<file path="src/mhd_pkg.sv">
// shared types and constants for the ml-dsa hint decoder
`timescale 1ns / 1ps

package mhd_pkg;

    localparam int BYTE_W          = 8;
    localparam int POLY_CNT_W      = 4;
    localparam int POLY_IDX_W      = 3;
    localparam int POS_W           = 9;
    localparam int HINT_WORD_W     = 64;
    localparam int COEFFS_PER_POLY = 256;
    localparam int APB_ADDR_W      = 3;
    localparam int APB_DATA_W      = 32;

    // register index, taken from paddr[2]
    localparam logic REG_HINT_LIMIT = 1'b0;
    localparam logic REG_POLY_COUNT = 1'b1;

    localparam logic [BYTE_W-1:0]     HINT_LIMIT_RST = 8'd80;
    localparam logic [POLY_CNT_W-1:0] POLY_COUNT_RST = 4'd4;

    typedef struct packed {
        logic [BYTE_W-1:0] sig_byte;
        logic              section_start;
    } sig_word_t;

    typedef struct packed {
        logic [POLY_IDX_W-1:0]  poly_index;
        logic [HINT_WORD_W-1:0] hint_bits_0;
        logic [HINT_WORD_W-1:0] hint_bits_1;
        logic [HINT_WORD_W-1:0] hint_bits_2;
        logic [HINT_WORD_W-1:0] hint_bits_3;
        logic                   bad;
        logic                   last;
    } hint_word_t;

    typedef enum logic [1:0] {
        ST_IDLE,
        ST_WALK,
        ST_DRAIN,
        ST_FINISH
    } mhd_state_t;

    // controller to datapath
    typedef struct packed {
        logic accept;
        logic walk_step;
        logic finish;
    } mhd_cmd_t;

    // datapath to controller
    typedef struct packed {
        logic is_limit;
        logic skip_walk;
        logic walk_last;
        logic out_free;
    } mhd_stat_t;

endpackage

</file>
<file path="src/mhd_ctrl.sv">
// controller state machine for the hint decoder
`timescale 1ns / 1ps

module mhd_ctrl
    import mhd_pkg::*;
(
    input  logic      clk,
    input  logic      rst_n,
    input  logic      sig_valid,
    output logic      sig_ready,
    input  mhd_stat_t stat,
    output mhd_cmd_t  cmd
);

    mhd_state_t state_reg;
    mhd_state_t state_next;

    // state register
    always_ff @(posedge clk or negedge rst_n)
    begin
        if (!rst_n)
        begin
            state_reg <= ST_IDLE;
        end
        else
        begin
            state_reg <= state_next;
        end
    end

    // next state
    always_comb
    begin
        state_next = state_reg;
        case (state_reg)
            ST_IDLE:
            begin
                if (sig_valid && stat.is_limit)
                begin
                    state_next = stat.skip_walk ? ST_FINISH : ST_WALK;
                end
            end
            ST_WALK:
            begin
                if (stat.walk_last)
                begin
                    state_next = ST_DRAIN;
                end
            end
            ST_DRAIN:
            begin
                state_next = ST_FINISH;
            end
            ST_FINISH:
            begin
                if (stat.out_free)
                begin
                    state_next = ST_IDLE;
                end
            end
            default:
            begin
                state_next = ST_IDLE;
            end
        endcase
    end

    // command outputs
    always_comb
    begin
        sig_ready     = 1'b0;
        cmd.accept    = 1'b0;
        cmd.walk_step = 1'b0;
        cmd.finish    = 1'b0;
        case (state_reg)
            ST_IDLE:
            begin
                sig_ready  = 1'b1;
                cmd.accept = sig_valid;
            end
            ST_WALK:
            begin
                cmd.walk_step = 1'b1;
            end
            ST_FINISH:
            begin
                cmd.finish = stat.out_free;
            end
            default:
            begin
                sig_ready = 1'b0;
            end
        endcase
    end

endmodule

</file>
<file path="src/mhd_datapath.sv">
// index buffer, walk counter, checks and bitmap for the hint decoder
`timescale 1ns / 1ps

module mhd_datapath
    import mhd_pkg::*;
#(
    parameter int MAX_HINTS = 128,
    parameter int MAX_POLYS = 8
)
(
    input  logic                  clk,
    input  logic                  rst_n,
    input  logic [BYTE_W-1:0]     hint_limit,
    input  logic [POLY_CNT_W-1:0] poly_count,
    input  sig_word_t             sig_word,
    input  mhd_cmd_t              cmd,
    output mhd_stat_t             stat,
    output logic                  hint_valid,
    input  logic                  hint_ready,
    output hint_word_t            hint_word
);

    localparam int IW = (MAX_HINTS > 1) ? $clog2(MAX_HINTS) : 1;
    localparam logic [BYTE_W-1:0]     MAX_HINTS_B = BYTE_W'(MAX_HINTS);
    localparam logic [POLY_CNT_W-1:0] MAX_POLYS_B = POLY_CNT_W'(MAX_POLYS);

    // index buffer
    logic [BYTE_W-1:0] mem [0:MAX_HINTS-1];
    logic [BYTE_W-1:0] rd_data_reg;

    // section state
    logic [POS_W-1:0]  pos_reg, pos_next;
    logic [BYTE_W-1:0] cons_reg, cons_next;
    logic              err_reg, err_next;

    // per-polynomial walk state
    logic [BYTE_W-1:0]          cnt_reg, cnt_next;
    logic [BYTE_W-1:0]          lim_reg, lim_next;
    logic [BYTE_W-1:0]          end_reg, end_next;
    logic [BYTE_W-1:0]          prev_reg, prev_next;
    logic [POLY_IDX_W-1:0]      poly_reg, poly_next;
    logic                       last_reg, last_next;
    logic                       fail_reg, fail_next;
    logic                       first_reg, first_next;
    logic [COEFFS_PER_POLY-1:0] bits_reg, bits_next;

    // read pipeline flags
    logic rd_valid_reg, rd_valid_next;
    logic rd_pad_reg, rd_pad_next;
    logic rd_first_reg, rd_first_next;

    // result register
    logic       hint_valid_reg, hint_valid_next;
    hint_word_t hint_word_reg, hint_word_next;

    // decode of the offered byte
    logic [BYTE_W-1:0]     omega;
    logic [POLY_CNT_W-1:0] polys;
    logic [POS_W-1:0]      pos_eff, span, poly_full;
    logic [BYTE_W-1:0]     cons_eff, lim_in, walk_end;
    logic                  err_eff, is_index, is_limit, last_in, range_fail;
    logic                  bad_out;

    always_comb
    begin
        omega = (hint_limit > MAX_HINTS_B) ? MAX_HINTS_B : hint_limit;
        if (poly_count == '0)
        begin
            polys = POLY_CNT_W'(1);
        end
        else if (poly_count > MAX_POLYS_B)
        begin
            polys = MAX_POLYS_B;
        end
        else
        begin
            polys = poly_count;
        end
        pos_eff    = sig_word.section_start ? '0 : pos_reg;
        cons_eff   = sig_word.section_start ? '0 : cons_reg;
        err_eff    = sig_word.section_start ? 1'b0 : err_reg;
        span       = POS_W'(omega) + POS_W'(polys);
        is_index   = pos_eff < POS_W'(omega);
        is_limit   = (pos_eff < span) && !is_index;
        poly_full  = pos_eff - POS_W'(omega);
        last_in    = (poly_full[POLY_CNT_W-1:0] + POLY_CNT_W'(1)) == polys;
        lim_in     = sig_word.sig_byte;
        range_fail = (lim_in < cons_eff) || (lim_in > omega);
        walk_end   = last_in ? omega : lim_in;
    end

    // status to the controller
    assign stat.is_limit  = is_limit;
    assign stat.skip_walk = range_fail || err_eff || (cons_eff == walk_end);
    assign stat.walk_last = (cnt_reg + BYTE_W'(1)) == end_reg;
    assign stat.out_free  = !hint_valid_reg || hint_ready;

    assign bad_out = err_reg || fail_reg;

    // next values
    always_comb
    begin
        pos_next        = pos_reg;
        cons_next       = cons_reg;
        err_next        = err_reg;
        cnt_next        = cnt_reg;
        lim_next        = lim_reg;
        end_next        = end_reg;
        prev_next       = prev_reg;
        poly_next       = poly_reg;
        last_next       = last_reg;
        fail_next       = fail_reg;
        first_next      = first_reg;
        bits_next       = bits_reg;
        rd_valid_next   = 1'b0;
        rd_pad_next     = rd_pad_reg;
        rd_first_next   = rd_first_reg;
        hint_valid_next = hint_valid_reg;
        hint_word_next  = hint_word_reg;

        // byte taken: clear on section start, then store or open a polynomial
        if (cmd.accept)
        begin
            pos_next  = pos_eff;
            cons_next = cons_eff;
            err_next  = err_eff;
            if (is_index || is_limit)
            begin
                pos_next = pos_eff + POS_W'(1);
            end
            if (is_limit)
            begin
                poly_next  = poly_full[POLY_IDX_W-1:0];
                last_next  = last_in;
                lim_next   = lim_in;
                end_next   = walk_end;
                cnt_next   = cons_eff;
                fail_next  = range_fail;
                first_next = 1'b1;
                bits_next  = '0;
            end
        end

        // issue one buffer read per cycle
        if (cmd.walk_step)
        begin
            cnt_next      = cnt_reg + BYTE_W'(1);
            first_next    = 1'b0;
            rd_valid_next = 1'b1;
            rd_pad_next   = cnt_reg >= lim_reg;
            rd_first_next = first_reg;
        end

        // check returned index: rising order, or zero in the padding
        if (rd_valid_reg)
        begin
            if (rd_pad_reg)
            begin
                if (rd_data_reg != '0)
                begin
                    fail_next = 1'b1;
                end
            end
            else
            begin
                if (!rd_first_reg && (rd_data_reg <= prev_reg))
                begin
                    fail_next = 1'b1;
                end
                bits_next[rd_data_reg] = 1'b1;
                prev_next = rd_data_reg;
            end
        end

        // result handshake
        if (hint_valid_reg && hint_ready)
        begin
            hint_valid_next = 1'b0;
        end

        // load the result and close the polynomial
        if (cmd.finish)
        begin
            hint_valid_next           = 1'b1;
            hint_word_next.poly_index = poly_reg;
            hint_word_next.last       = last_reg;
            hint_word_next.bad        = bad_out;
            hint_word_next.hint_bits_0 = bad_out ? '0 : bits_reg[HINT_WORD_W-1:0];
            hint_word_next.hint_bits_1 = bad_out ? '0 : bits_reg[2*HINT_WORD_W-1:HINT_WORD_W];
            hint_word_next.hint_bits_2 = bad_out ? '0
                                                 : bits_reg[3*HINT_WORD_W-1:2*HINT_WORD_W];
            hint_word_next.hint_bits_3 = bad_out ? '0
                                                 : bits_reg[4*HINT_WORD_W-1:3*HINT_WORD_W];
            err_next = bad_out;
            if (!fail_reg)
            begin
                cons_next = lim_reg;
            end
        end
    end

    // control registers
    always_ff @(posedge clk or negedge rst_n)
    begin
        if (!rst_n)
        begin
            pos_reg        <= '0;
            cons_reg       <= '0;
            err_reg        <= 1'b0;
            rd_valid_reg   <= 1'b0;
            hint_valid_reg <= 1'b0;
        end
        else
        begin
            pos_reg        <= pos_next;
            cons_reg       <= cons_next;
            err_reg        <= err_next;
            rd_valid_reg   <= rd_valid_next;
            hint_valid_reg <= hint_valid_next;
        end
    end

    // payload registers
    always_ff @(posedge clk)
    begin
        cnt_reg       <= cnt_next;
        lim_reg       <= lim_next;
        end_reg       <= end_next;
        prev_reg      <= prev_next;
        poly_reg      <= poly_next;
        last_reg      <= last_next;
        fail_reg      <= fail_next;
        first_reg     <= first_next;
        bits_reg      <= bits_next;
        rd_pad_reg    <= rd_pad_next;
        rd_first_reg  <= rd_first_next;
        hint_word_reg <= hint_word_next;
    end

    // index buffer write and registered read
    always_ff @(posedge clk)
    begin
        if (cmd.accept && is_index)
        begin
            mem[pos_eff[IW-1:0]] <= sig_word.sig_byte;
        end
        if (cmd.walk_step)
        begin
            rd_data_reg <= mem[cnt_reg[IW-1:0]];
        end
    end

    assign hint_valid = hint_valid_reg;
    assign hint_word  = hint_word_reg;

    // walk stays inside the buffer
    assert property (@(posedge clk) disable iff (!rst_n)
        cmd.walk_step |-> (32'(cnt_reg) < MAX_HINTS))
        else $error("walk address beyond index buffer");

    // read data is checked in the cycle after its read was issued
    assert property (@(posedge clk) disable iff (!rst_n)
        rd_valid_reg |-> $past(cmd.walk_step))
        else $error("index checked without a read");

    // a malformed result carries an empty bitmap
    assert property (@(posedge clk) disable iff (!rst_n)
        (hint_valid_reg && hint_word_reg.bad) |->
        (hint_word_reg.hint_bits_0 == '0 && hint_word_reg.hint_bits_1 == '0 &&
         hint_word_reg.hint_bits_2 == '0 && hint_word_reg.hint_bits_3 == '0))
        else $error("bad result with nonzero bitmap");

endmodule

</file>
<file path="src/mldsa_hint_decoder.sv">
// top level of the ml-dsa hint decoder: register port, controller, datapath
`timescale 1ns / 1ps

// ML-DSA hint section decoder. Feed the hint section one byte per word on the
// sig channel, section_start set on its first byte: first hint_limit index
// bytes, then poly_count cumulative limit bytes. Each limit byte gives one
// word on the hint channel with that polynomial's 256-bit hint bitmap in four
// 64-bit lanes; bad latches for the rest of the section once the encoding is
// malformed, and last marks the final polynomial, whose padding bytes are
// checked for zero. An index byte is written to the index buffer as it is
// taken. A limit byte walks its stored indices through the single-port index
// buffer at one read per cycle, reading n entries (limit minus the previous
// limit, or the hint limit capped at MAX_HINTS minus the previous limit on the
// last polynomial); nothing is read when n is zero, the limit is out of range
// or the section is already bad. Bytes past the section give no word. A result
// waiting on the hint channel does not stop index bytes from being taken. The
// index buffer has no reset.
module mldsa_hint_decoder
    import mhd_pkg::*;
#(
    parameter int MAX_HINTS = 128,
    parameter int MAX_POLYS = 8
)
(
    input  logic                  clk,
    input  logic                  rst_n,
    input  logic                  psel,
    input  logic                  penable,
    input  logic                  pwrite,
    input  logic [APB_ADDR_W-1:0] paddr,
    input  logic [APB_DATA_W-1:0] pwdata,
    output logic [APB_DATA_W-1:0] prdata,
    output logic                  pready,
    input  logic                  sig_valid,
    output logic                  sig_ready,
    input  sig_word_t             sig_word,
    output logic                  hint_valid,
    input  logic                  hint_ready,
    output hint_word_t            hint_word
);

    logic [BYTE_W-1:0]     hint_limit_reg;
    logic [POLY_CNT_W-1:0] poly_count_reg;
    logic                  cfg_write;
    mhd_cmd_t              cmd;
    mhd_stat_t             stat;

    // configuration registers
    assign pready    = 1'b1;
    assign cfg_write = psel && penable && pwrite;

    always_ff @(posedge clk or negedge rst_n)
    begin
        if (!rst_n)
        begin
            hint_limit_reg <= HINT_LIMIT_RST;
            poly_count_reg <= POLY_COUNT_RST;
        end
        else if (cfg_write)
        begin
            case (paddr[2])
                REG_HINT_LIMIT:
                begin
                    hint_limit_reg <= pwdata[BYTE_W-1:0];
                end
                REG_POLY_COUNT:
                begin
                    poly_count_reg <= pwdata[POLY_CNT_W-1:0];
                end
                default:
                begin
                    hint_limit_reg <= hint_limit_reg;
                end
            endcase
        end
    end

    // register readback
    always_comb
    begin
        case (paddr[2])
            REG_HINT_LIMIT: prdata = APB_DATA_W'(hint_limit_reg);
            REG_POLY_COUNT: prdata = APB_DATA_W'(poly_count_reg);
            default:        prdata = '0;
        endcase
    end

    // controller
    mhd_ctrl u_ctrl (
        .clk       (clk),
        .rst_n     (rst_n),
        .sig_valid (sig_valid),
        .sig_ready (sig_ready),
        .stat      (stat),
        .cmd       (cmd)
    );

    // datapath
    mhd_datapath #(
        .MAX_HINTS (MAX_HINTS),
        .MAX_POLYS (MAX_POLYS)
    ) u_datapath (
        .clk        (clk),
        .rst_n      (rst_n),
        .hint_limit (hint_limit_reg),
        .poly_count (poly_count_reg),
        .sig_word   (sig_word),
        .cmd        (cmd),
        .stat       (stat),
        .hint_valid (hint_valid),
        .hint_ready (hint_ready),
        .hint_word  (hint_word)
    );

endmodule
</file>
<file path="config.mk">
export PLATFORM = sky130hd
export DESIGN_NAME = mldsa_hint_decoder
export DESIGN_NICKNAME = d
export VERILOG_FILES = /design/src/mhd_pkg.sv /design/src/mhd_ctrl.sv /design/src/mhd_datapath.sv /design/src/mldsa_hint_decoder.sv
export SDC_FILE = /design/constraint.sdc
export NUM_CORES = 2
export LEC_CHECK = 0
export ABC_CLOCK_PERIOD_IN_PS = 11560
export BUFFER_PORTS_ARGS = -buffer_cell sky130_fd_sc_hd__buf_2
export CORE_UTILIZATION = 65
export CTS_CLUSTER_SIZE = 10
export DETAILED_ROUTE_END_ITERATION = 10
export PLACE_DENSITY = 0.84
export SYNTH_ARGS = -nofsm -noshare
export SYNTH_HDL_FRONTEND = slang
export SYNTH_SLANG_ARGS = --single-unit
</file>
<file path="constraint.sdc">
create_clock -name clk -period 11.56 [get_ports clk]
set_input_delay 1.734 -clock clk [delete_from_list [all_inputs] [get_ports clk]]
set_output_delay 1.734 -clock clk [all_outputs]
set_load 0.05 [all_outputs]
</file>
Yosys cells after proc, flatten, opt, wreduce, memory -nomap -nowiden
Memory sizes are Yosys's and may differ from the RTL's. A register that Yosys moved wholly into a read port is not among the register bits.
Cells that the tools add are included.
Word-level totals
  memories: 1
  word-level logic and storage cells: 127
  register bits after elaboration: 591
  bits in latches: 0
  bits in read-only memories: 0
  RAM bits: 1024
Memories
  u_datapath.mem: words 128, bits a word 8, read ports 1, clocked after memory_dff 1, write ports 1, RTL line mhd_datapath.sv:28  | logic [BYTE_W-1:0] mem [0:MAX_HINTS-1];
Operators by class
  reductions and logical operators: 30
  multiply operators: 0
  shift-type cells: 0
  multiplexer cells: 43
  bitwise operators: 3
  add/sub/neg operators: 5
  equal/unequal tests: 9
  magnitude comparators: 10
  divide/modulo/power cells: 0
Operators by type and width (count)
  $mux W256: 4
  $or A256 B256 Y256: 1
  $mux W8: 9
  $pmux W32 S2: 1
  $mux W1: 19
  $mux W9: 2
  $eq A8 B8 Y1: 2
  $reduce_and A2 Y1: 5
  $add A8 B4 Y9: 1
  $add A9 B1 Y9 const B: 1
  $lt A8 B9 Y1 const B: 1
  $lt A9 B8 Y1: 1
  $lt A9 B9 Y1: 1
  $add A8 B1 Y8 const B: 1
  $demux W1 S8: 1
  $ge A8 B1 Y1 const B: 1
  $ge A8 B8 Y1: 1
  $gt A8 B8 Y1: 1
  $gt A8 B8 Y1 const B: 1
  $le A8 B8 Y1: 1
  $logic_and A1 B1 Y1: 8
  $lt A8 B8 Y1: 1
  $mux W2: 4
  $mux W4: 2
  17 further kinds: 30

Logic depth before layout (Yosys ltp)
  word-level depth: 11
  gate-level depth with buffers: 22
  mapped depth without buffers: 21

Cells and area by module
Synthesis repeated with hierarchy kept, for this count alone.
Second synthesis, totals
  cells, all modules: 3502
  area total of the unflattened synthesis: 62646.3 µm²
Modules (own cells, without submodules)
  mhd_datapath: area an instance 61702.9 µm², sequential area each 45633.8 µm², instances 1, cells each 3421
  mldsa_hint_decoder: area an instance 755.7 µm², sequential area each 304.0 µm², instances 1, cells each 62
  mhd_ctrl: area an instance 187.7 µm², sequential area each 50.0 µm², instances 1, cells each 19

Worst setup path before layout
OpenSTA, ideal clock, no wires.
  path kind: input-to-reg
  start point: input hint_ready
  end point: register u_datapath.err_reg
  stages on the path: 5
  slack: 3.816 ns
  data arrival time: 7.642 ns
  data required time: 11.459 ns
  path buffers: 0
  cell sequence: nand2b_1 -> nand2_1 -> inv_1 -> a21oi_1 -> a31oi_1
RTL lines
  start: declaration: RTL line mldsa_hint_decoder.sv:38  | input logic hint_ready,
  end signal: assignment: RTL line mhd_datapath.sv:217  | err_reg <= err_next;
  end: declaration: RTL line mhd_datapath.sv:34  | logic err_reg, err_next;

Worst setup path after layout
  start point: register hint_limit_reg[7]
  end point: register u_datapath.bits_reg[59]
On the way
  cells in the longest elaborated chain, start to end: 10
  elaborated cells on any way between the ends: 12
  classes of those cells: 1 x add/sub; 3 x order compare; 5 x mux; 1 x bitwise; 2 x reduce/logical
RTL lines
  start: declaration: RTL line mldsa_hint_decoder.sv:42  | logic [BYTE_W-1:0] hint_limit_reg;
  start signal: assignment: RTL line mldsa_hint_decoder.sv:64  | hint_limit_reg <= pwdata[BYTE_W-1:0];
  start signal: assignment: RTL line mldsa_hint_decoder.sv:72  | hint_limit_reg <= hint_limit_reg;
  $gt A8 B8 Y1: RTL line mhd_datapath.sv:66  | omega = (hint_limit > MAX_HINTS_B) ? MAX_HINTS_B : hint_limit;
  $mux W8 *: RTL line mhd_datapath.sv:66
  $add A8 B4 Y9 or $lt A9 B8 Y1 (tied branches): RTL line mhd_datapath.sv:82, mhd_datapath.sv:83
  $lt A9 B9 Y1 or $logic_not A1 Y1 (tied branches): RTL line mhd_datapath.sv:84  | is_limit = (pos_eff < span) && !is_index;
  $logic_and A1 B1 Y1 *: RTL line mhd_datapath.sv:84
  $mux W256 *: RTL line mhd_datapath.sv:131  | if (is_limit)
  $mux W256 *: RTL line mhd_datapath.sv:122  | if (cmd.accept)
  $or A256 B256 Y256 (no line)
  $mux W256: RTL line mhd_datapath.sv:157  | if (rd_pad_reg)
  $mux W256 *: RTL line mhd_datapath.sv:155  | if (rd_valid_reg)
  via u_datapath.bits_next[59]: RTL line mhd_datapath.sv:45  | logic [COEFFS_PER_POLY-1:0] bits_reg, bits_next;
  end signal: assignment: RTL line mhd_datapath.sv:234  | bits_reg <= bits_next;
  end: declaration: RTL line mhd_datapath.sv:45
The timed path passes the listed nets; every way through them passes the cells marked *.
A chain may end at the register's enable or synchronous reset.

==> reports/results.txt <==
Status = complete, no violations
Max_cap viols = 0
Die H = 312 µm
CTS Buf Count = 182
Ports = 347
Worst-margin pin slew = 1300 ps
Post-synthesis cell area = 0.0627 mm²
Cell Count, Final, Fillers Out = 5,149
First-pass GRT wire length = 232 mm
Compound-cell area share of the yosys netlist = 4.40%
PwrDens = 251 mW/mm²
Grt total ovfl = 0
CTS Hold Bufs = 0
Vias in the first global route = 34,800
Clk network pwr share = 29.3%
DR vias/cell = 6.78
Worst slew margin = 13.6%
CTS clk-pin slew, worst paths = 60 ps
Via count = 34,900
Clock latency on the worst-skew pair = 780 ps
Largest family of logic cells by synthesized area = multiplexers
DIE AREA = 0.0976 mm²
Required time of the critical path = 12,210 ps
DRC Markers = 0
Period utilisation layout = 49.0%
Number of flops mapped to enable cells by yosys = 1,331
Post-Synth Adder-Cell Area = 1.22%
Met2 Wirelength = 79.7 mm
Gr usage total = 32.9%
Layout net count = 3,909
Final Wtd Congestion = 0.827
PortBufs = 295
Largest fanout on the critical path = 199
Post-DP HPWL = 87.4 mm
Pin count of the biggest net entering global routing = 200
Unique masters post-synth = 64
WS Path Type = flip-flop to flip-flop
WHS = 410 ps
Met1 wire length = 55.7 mm
Peak supply drop = 0.296 mV
Filler cell count = 5,015
# resized after CTS = 0
Min Clock Period, post-route = 5670 ps
Yosys reg bits = 1,623
Yosys Warn Count = 0
Fmax = 176 MHz
Worst path cell trace = nand2b_1 -> inv_1 -> ha_1 -> inv_1 -> fa_1 -> inv_1 -> a21oi_1 -> o21bai_1 -> nand3_1 -> xnor2_1 -> ha_1 -> a211oi_1 -> nand2_1 -> o2111ai_1 -> a31o_2 -> and2_1 -> nand3_4 -> buf_12 -> a22o_1
P_int = 0.0119 W
Slowest cell on the critical path = nand3_4
Clk_skew = 42.4 ps
Post-Synth Simple-Gate Area = 5.89%
Area grow syn2layout = 12.6%
Sequential fraction of the synthesis area = 73.4%
Initial Utilization = 65.8%
Chip width = 312 µm
Static leakage = 24.1 nW
DR WL/cell = 31.0 µm
CTS tree = done
Root Driver = clkbuf_16
CP max stage delay = 600 ps
CP Capture Type = flip-flop
Critical Path Most Common Cell = inv_1
Site Rows = 113
Top_reg_cell synth = edfxtp_1
Sw Ratio = 33.0%
Pre-antenna DRT Iters = 8
Initial antenna violation count = 6
Layout cells sized above 1 = 24.1%
Fin Setup TNS = 0 ps
Synthesized area per cell = 18.1 µm²
H-tree levels = 4
# Post-CTS Setup Buffers = 0
Highest Signal Layer = met5
Final setup violation count = 0
Clock tree buffer depth = 3
RSZ-0062 raised after global routing = false
Post-synthesis cell count = 3,466
Critical path arrival = 6320 ps
Setup ws final = 5890 ps
FFs w/ async S/R, synth = 2.09%
Hold/Removal Path Class = flip-flop to flip-flop
Comb pwr share = 28.5%
Routed Antenna Nets = 0
Portion of netlist area occupied by mux cells = 12.6%
Largest register FFs = 1,024
Routed wire length = 160 mm
Starting DRT DRC Count = 4,665
Sequential share of power = 42.1%
Clk sinks = 1,623
P_sw = 0.00585 W
Final Slew Violations = 0
Setup crit start kind = flip-flop
Met3 WL = 15.1 mm
Core Footprint = 0.0953 mm²
Hold Fails Final Rpt = 0
Pre-CTS setup slack = 5590 ps
Placed Cells incl. Taps = 4,879
Xor/xnor cell area share of the yosys netlist = 0.595%
==> layout by cell type, fill, tap and decap left out, types with 4 or more instances in the layout <==
| master | count |
|---|---|
| clkbuf_16 | 184 |
| clkinv_16 | 5 |
| nand2b_1 | 22 |
| o211ai_1 | 4 |
| nor3_2 | 9 |
| inv_1 | 49 |
| o21ai_0 | 89 |
| a32oi_1 | 5 |
| buf_4 | 56 |
| and2_1 | 263 |
| or2_2 | 7 |
| a211oi_1 | 4 |
| a22o_1 | 193 |
| nand3_1 | 13 |
| buf_2 | 287 |
| mux2i_1 | 5 |
| nand2_1 | 162 |
| mux4_2 | 336 |
| edfxtp_1 | 1331 |
| o21ai_1 | 12 |
| dfrtp_1 | 31 |
| nor3_1 | 11 |
| clkbuf_1 | 66 |
| xor2_1 | 18 |
| ha_1 | 58 |
| nand4_1 | 8 |
| inv_16 | 4 |
| clkinv_8 | 4 |
| conb_1 | 26 |
| and3_1 | 7 |
| o21a_1 | 7 |
| dfxtp_1 | 258 |
| xnor2_1 | 22 |
| nor2_1 | 178 |
| a21o_1 | 12 |
| nor4_1 | 5 |
| mux2_2 | 24 |
| a21oi_1 | 19 |
| nor2b_1 | 28 |
==> path summary, 6_finish.rpt <==
check / startpoint / slack (ps) / cells past startpoint / end
worst max-delay path: hint_limit_reg[7] / 5890 / 19 / u_datapath.bits_reg[59]
worst max register to register: hint_limit_reg[7] / 5890 / 19 / u_datapath.bits_reg[59]
min in group asynchronous: rst_n / 1080 / 1 / u_ctrl.state_reg[1]
worst min-delay path: u_datapath.poly_reg[2] / 410 / 0 / u_datapath.hint_word[260]
worst min register to register: u_datapath.poly_reg[2] / 410 / 0 / u_datapath.hint_word[260]
max in group asynchronous: rst_n / 9920 / 1 / u_datapath.pos_reg[1]
==> cells by family after synthesis <==
group,Yosys count
adder cells (fa/ha/maj),60
buffers and inverters,273
AND/OR/NAND/NOR,730
XOR/XNOR,41
AO/OA/AOI/OAI,372
flip-flops,1623
multiplexers,365
other,2
==> cell type report <==
cell class / instances / area (µm²) / share of cell area [%]
clock inverter: 18 / 329 / 0.467
clock buffer: 251 / 4870 / 6.90
inverter: 51 / 199 / 0.282
timing repair buffer: 346 / 1920 / 2.72
antenna: 1 / 2.50 / 0.00355
multi-input combinational: 1594 / 15600 / 22.2
tap: 1265 / 1580 / 2.24
sequential: 1623 / 46000 / 65.2
==> power groups by stage <==
| stage | Clock, W | Sequential [W] | Combinational, W |
|---|---|---|---|
| CTS | 0.00522 | 0.00744 | 0.00504 |
| finish | 0.00520 | 0.00746 | 0.00506 |
| global placement | 0 | 0.00750 | 0.00481 |
| floorplan | 0 | 0.00821 | 0.00283 |
| detailed placement | 0 | 0.00754 | 0.00493 |
| global route | 0.00543 | 0.00751 | 0.00527 |
==> through the flow <==
stage          power, W  util [%]  instance area [µm²]
5_1_grt          0.0182      74.0                70500
6_report         0.0177      74.0                70500
3_3_place_gp     0.0123      68.6                65300
2_1_floorplan    0.0110         -                62800
4_1_cts          0.0177      74.0                70500
3_5_place_dp     0.0125      68.6                65300
==> synth_stat cells, types with 3 or more instances <==
cell / n / area [µm²]
buf_2: 16 / 80.1
nand2b_1: 22 / 138
mux4_2: 336 / 7570
a31oi_1: 3 / 18.8
o21ai_0: 90 / 450
clkbuf_1: 146 / 548
o31a_1: 3 / 26.3
buf_1: 23 / 86.3
xor2_1: 18 / 158
o21a_1: 7 / 52.6
dfstp_2: 3 / 78.8
mux2i_1: 5 / 50.1
o21ai_1: 11 / 55.1
nand4_1: 8 / 50.1
edfxtp_1: 1331 / 40000
nor2_1: 180 / 676
or2_2: 7 / 43.8
buf_4: 35 / 263
dfxtp_1: 258 / 5160
xnor2_1: 22 / 193
o211ai_1: 4 / 30.0
and2_1: 263 / 1650
o21bai_1: 3 / 22.5
nor4_1: 6 / 37.5
mux2_2: 24 / 270
inv_1: 50 / 188
a21oi_1: 19 / 95.1
nor2b_1: 28 / 175
a211oi_1: 4 / 30.0
a22o_1: 193 / 1690
nor3_1: 20 / 100
nand2_1: 162 / 608
nand3_1: 14 / 70.1
dfrtp_1: 31 / 776
a21o_1: 12 / 90.1
a32oi_1: 5 / 43.8
o2111ai_1: 3 / 26.3
and3_1: 7 / 43.8
nand3b_1: 3 / 22.5
ha_1: 58 / 726
==> critical path: cells and delay by family (launching register included) <==
kind / cells / cell delay, ps
compound gates: 6 / 1280
xor+xnor: 1 / 180
fa+ha+maj: 3 / 990
buf+inv: 4 / 840
flops: 1 / 550
simple gates: 5 / 1380
==> routing by layer <==
layer	GRT usage (%)	vias up
met5	0	-
met4	17.4	8
li1	-	14100
met1	41.9	17700
met3	6.31	530
met2	54.3	2606
Power figures use the tool's default switching activity.
